[src/hw/rtl/rgp_pkg.sv]
// ----------------------------------------------------------------------------
// rgp_pkg
// Shared types and constants of the rank group prune block.
// ----------------------------------------------------------------------------
`default_nettype none

package rgp_pkg;

  localparam int unsigned MaxItems = 32;
  localparam int unsigned HandleW  = 16;
  localparam int unsigned RankW    = 32;
  localparam int unsigned PosW     = 5;
  localparam int unsigned TakeW    = 6;

  typedef enum logic [3:0] {
    ST_LOAD,
    ST_DEDUP,
    ST_SORT_SCAN,
    ST_SORT_SWAP,
    ST_PART_INIT,
    ST_PART_STEP,
    ST_PART_DONE,
    ST_EMIT
  } rgp_state_e;

  // Controller to datapath
  typedef struct packed {
    logic store_item;   // write input item into the stores, start dedup
    logic dedup_step;   // compare one distinct entry
    logic dedup_add;    // append rank to distinct list
    logic sort_init;    // i = 0
    logic sort_scan;    // one compare of the selection scan
    logic sort_swap;    // swap distinct[i] and distinct[best], advance i
    logic part_init;    // load left/right for group g
    logic part_step;    // one pointer move or swap
    logic part_done;    // front = left, advance g
    logic emit_init;    // k = 0
    logic emit_step;    // advance k
    logic clear;        // reset counts after the list
  } rgp_cmd_t;

  // Datapath to controller
  typedef struct packed {
    logic full;         // item store full
    logic dedup_end;    // scan finished
    logic dedup_hit;    // current entry matches
    logic sort_done;    // i reached distinct_count
    logic scan_end;     // scan index past end
    logic part_end;     // left > right
    logic stop;         // front >= minimum_take after group
    logic groups_end;   // last group processed
    logic emit_last;    // k is the final item
    logic empty;        // no items stored
  } rgp_sts_t;

endpackage : rgp_pkg

`default_nettype wire

[src/hw/rtl/rgp_ctrl.sv]
// ----------------------------------------------------------------------------
// rgp_ctrl
// Sequencer for load, dedup, selection sort, partition and emit phases.
// ----------------------------------------------------------------------------
`default_nettype none

module rgp_ctrl import rgp_pkg::*; (
  input  wire logic     clk_i,
  input  wire logic     rst_ni,
  input  wire logic     in_valid_i,
  input  wire logic     in_last_i,
  output logic          in_ready_o,
  output logic          out_valid_o,
  input  wire logic     out_ready_i,
  output logic          out_last_o,
  output rgp_cmd_t      cmd_o,
  input  wire rgp_sts_t sts_i
);

  rgp_state_e state_q, state_d;
  logic last_q, last_d;

  always_ff @(posedge clk_i or negedge rst_ni) begin
    if (!rst_ni) begin
      state_q <= ST_LOAD;
      last_q  <= 1'b0;
    end else begin
      state_q <= state_d;
      last_q  <= last_d;
    end
  end

  always_comb begin
    state_d     = state_q;
    last_d      = last_q;
    cmd_o       = '0;
    in_ready_o  = 1'b0;
    out_valid_o = 1'b0;
    out_last_o  = 1'b0;
    unique case (state_q)
      ST_LOAD: begin
        in_ready_o = 1'b1;
        if (in_valid_i) begin
          cmd_o.store_item = 1'b1;
          last_d           = in_last_i;
          // dropped item skips dedup
          state_d = sts_i.full ? (in_last_i ? ST_SORT_SCAN : ST_LOAD) : ST_DEDUP;
          if (sts_i.full && in_last_i) begin
            cmd_o.sort_init = 1'b1;
          end
        end
      end
      ST_DEDUP: begin
        if (sts_i.dedup_hit || sts_i.dedup_end) begin
          cmd_o.dedup_add = !sts_i.dedup_hit;
          if (last_q) begin
            cmd_o.sort_init = 1'b1;
            state_d         = ST_SORT_SCAN;
          end else begin
            state_d = ST_LOAD;
          end
        end else begin
          cmd_o.dedup_step = 1'b1;
        end
      end
      ST_SORT_SCAN: begin
        if (sts_i.sort_done) begin
          state_d = ST_PART_INIT;
        end else if (sts_i.scan_end) begin
          state_d = ST_SORT_SWAP;
        end else begin
          cmd_o.sort_scan = 1'b1;
        end
      end
      ST_SORT_SWAP: begin
        cmd_o.sort_swap = 1'b1;
        state_d         = ST_SORT_SCAN;
      end
      ST_PART_INIT: begin
        if (sts_i.groups_end) begin
          cmd_o.emit_init = 1'b1;
          state_d         = sts_i.empty ? ST_LOAD : ST_EMIT;
          cmd_o.clear     = sts_i.empty;
        end else begin
          cmd_o.part_init = 1'b1;
          state_d         = ST_PART_STEP;
        end
      end
      ST_PART_STEP: begin
        if (sts_i.part_end) begin
          cmd_o.part_done = 1'b1;
          state_d         = ST_PART_DONE;
        end else begin
          cmd_o.part_step = 1'b1;
        end
      end
      ST_PART_DONE: begin
        if (sts_i.stop || sts_i.groups_end) begin
          cmd_o.emit_init = 1'b1;
          state_d         = sts_i.empty ? ST_LOAD : ST_EMIT;
          cmd_o.clear     = sts_i.empty;
        end else begin
          state_d = ST_PART_INIT;
        end
      end
      ST_EMIT: begin
        out_valid_o = 1'b1;
        out_last_o  = sts_i.emit_last;
        if (out_ready_i) begin
          if (sts_i.emit_last) begin
            cmd_o.clear = 1'b1;
            state_d     = ST_LOAD;
          end else begin
            cmd_o.emit_step = 1'b1;
          end
        end
      end
      default: state_d = ST_LOAD;
    endcase
  end

endmodule : rgp_ctrl

`default_nettype wire
[config.mk]
export PLATFORM = sky130hd
export DESIGN_NAME = rgp_ctrl
export DESIGN_NICKNAME = d
export VERILOG_FILES = /design/src/hw/rtl/rgp_pkg.sv /design/src/hw/rtl/rgp_ctrl.sv
export SDC_FILE = /design/constraint.sdc
export NUM_CORES = 1
export LEC_CHECK = 0
export BUFFER_PORTS_ARGS = -buffer_cell sky130_fd_sc_hd__buf_2
export CAP_MARGIN = 10
export CORE_AREA = 4 4 41 43
export DETAILED_ROUTE_END_ITERATION = 7
export DIE_AREA = 0 0 45 47
export GPL_TIMING_DRIVEN = 0
export PLACE_DENSITY = 0.78
export SLEW_MARGIN = 20
export SYNTH_ARGS = -nofsm -noshare
export SYNTH_HDL_FRONTEND = slang
export SYNTH_SLANG_ARGS = --single-unit
export TNS_END_PERCENT = 5
[constraint.sdc]
create_clock -name clk_i -period 3.5 [get_ports clk_i]
set_input_delay 0.35 -clock clk_i [delete_from_list [all_inputs] [get_ports clk_i]]
set_output_delay 0.35 -clock clk_i [all_outputs]
set_load 0.05 [all_outputs]
==> impl_metrics.env <==
export IMPL_wl_per_cell_um=12.2
export IMPL_avgSynthCellArea_sq_um=7.77
export IMPL_grt_pass1_vias=515
export IMPL_slew_viol_final=0
export IMPL_clk_latency_ns=0.23
export IMPL_final_cells=105
export IMPL_n_antenna_cell=0
export IMPL_start_util_pct=34.0
export IMPL_wirelength_mm=1.28
export IMPL_cts_root_buffer="clkbuf_4"
export IMPL_mostFrequentLayoutCell="buf_2"
export IMPL_end_kind="output pin"
export IMPL_fin_skew_ns=0.00259
export IMPL_ant_nets=0
export IMPL_fill_cells=158
export IMPL_p_leak_nw=0.332
export IMPL_antenna_found_initial=0
export IMPL_drive_above_1_share_pct=43.3
export IMPL_fin_crit_sh_pct=60.9
export IMPL_start_kind="flip-flop"
export IMPL_numCtsBuffers=3
export IMPL_routed_via_density=5.23
export IMPL_fp_dieH_um=47
export IMPL_syn_nets=72
export IMPL_status="finished clean"
export IMPL_cts_resized=0
export IMPL_slew_headroom_pct=74.1
export IMPL_grt_total_usage_pct=13.7
export IMPL_reg2reg_slack_ns=1.86
export IMPL_fin_tns_setup_ns=0
export IMPL_ios=30
export IMPL_hold_class="input port to flip-flop"
export IMPL_total_power_uw=586
export IMPL_die_x_um=45
export IMPL_dieArea_sq_mm=0.00212
export IMPL_regArea_sq_um=100
export IMPL_cts_buffer_depth=2
export IMPL_ys_ff_latch=4
export IMPL_core_area_sq_mm=0.00130
export IMPL_gp_congestion=0.857
export IMPL_hold_viol=0
export IMPL_period_minus_slack_ns=2.13
export IMPL_p_per_area_mw_per_mm2=917
export IMPL_setup_violations_final=0
export IMPL_criticalPathCategory="flip-flop to output pin"
export IMPL_clk_transition_reported_paths_ns=0.04
export IMPL_port_buffers=29
export IMPL_nNetsFinal=107
export IMPL_rsz0062_at_grt="false"
export IMPL_htreeDepth=1
export IMPL_arrival_ns=1.78
export IMPL_ir_drop_uv=467
export IMPL_worstPathMaxFanout=10
export IMPL_max_slew_worst_pin_slew_ns=0.389
export IMPL_final_util_pct=49.1
export IMPL_synth_area_sq_um=443
export IMPL_vias=549
export IMPL_grt_max_degree=11
export IMPL_first_iter_violations=15
export IMPL_multi_input_area_sq_um=315
export IMPL_cts_tree="done"
export IMPL_syn_to_final_growth_pct=44.4
export IMPL_synth_cells=57
export IMPL_final_cell_mix="30 x buf_2, 8 x nand2_1, 6 x nor2_1"
export IMPL_synth_cell_types=30
export IMPL_dr_pass1_iters=4
export IMPL_hpwl_mm=1.10
export IMPL_cp_required_ns=3.15
export IMPL_grt_pass1_wl_mm=2.13
export IMPL_dp_cells=101
export IMPL_yosysWarnings=0
export IMPL_ys_seq_area_share_pct=22.6
export IMPL_rows=13
export IMPL_maxCapViolations=0
export IMPL_fmax_mhz=469
export IMPL_drcViolationCount=0
export IMPL_cts_sinks=4
export IMPL_overflow=0
cell families after synthesis:
group | synth area share, %
AND/OR/NAND/NOR | 38.7
AO/OA/AOI/OAI | 24.9
buffers and inverters | 6.21
flip-flops | 22.6
multiplexers | 7.63
registers in the layout (all words and copies together) (netlist names):
register,count
state_q,3
last_q,1
final cells by class:
cell class                      instances  share of cell area [%]
Multi-Input combinational cell         48                    49.3
Inverter                                1                   0.587
Buffer                                  4                    3.72
Tap cell                               15                    2.94
Sequential cell                         4                    15.7
Clock buffer                            3                    3.52
Timing Repair Buffer                   30                    24.3
worst paths after layout:
kind,startpoint,to,depth (start not counted)
worst min register to register,last_q,last_q,1
worst min-delay path,in_last_i,last_q,2
worst max-delay path,state_q[0],cmd_o[8],5
max in group asynchronous,rst_ni,state_q[0],2
worst max register to register,state_q[2],state_q[2],6
min in group asynchronous,rst_ni,state_q[1],2
per-layer routing:
layer | up-vias | track usage, % | part of all wire (%)
li1 | 280 | - | -
met1 | 250 | 16.8 | 39
met2 | 19 | 24.3 | 54
met3 | 0 | 0.766 | 6.7
met4 | 0 | 7.02 | 0
met5 | - | 0 | 0
metrics by stage:
stage	hold slack (ns)	worst slack (ns)	cell area (sq um)
after global placement	0.154	1.68	607
after global routing	0.383	1.18	639
final	0.379	1.37	639
after detailed placement	0.155	1.62	607
after CTS	0.365	1.36	639
after floorplan	0.0544	0.329	443
critical path, stage by stage (launching register included):
cell	delay (ns)
dfrtp_1	0.43
clkbuf_1	0.24
nor3_1	0.30
nand2_1	0.15
o32ai_1	0.14
buf_2	0.31
Yosys cell counts, drive strengths merged:
library cell,instances,area [sq um]
or4b,1,13.8
o311ai,1,8.76
mux4,1,22.5
inv,1,3.75
and3,1,11.3
a21o,1,7.51
a21oi,4,20.0
dfrtp,4,100
a211oi,1,7.51
buf,2,16.3
nor4,3,18.8
nor2,6,22.5
and2,3,21.3
o22a,1,8.76
nand2,8,30.0
nor4b,1,8.76
o21ai,3,15.0
nor3,4,25.0
clkbuf,2,7.51
o32ai,1,8.76
nand2b,2,12.5
a22o,2,17.5
mux2,1,11.3
nor3b,1,7.51
o31a,1,8.76
o21bai,1,7.51
what timing repair did:
action,CTS,global route
hold buffers,1,0
endpoints found under the hold margin,4,0
buffers inserted,0,0
power breakdown:
| part | switching (mW) | leakage (nW) | internal [mW] | total [mW] |
|---|---|---|---|---|
| sequential | 0.0236 | 0.0479 | 0.0711 | 0.0948 |
| clock | 0.0174 | 0.0138 | 0.0383 | 0.0557 |
| combinational | 0.287 | 0.271 | 0.149 | 0.436 |
No activity file was read; power rests on OpenSTA's default activity.
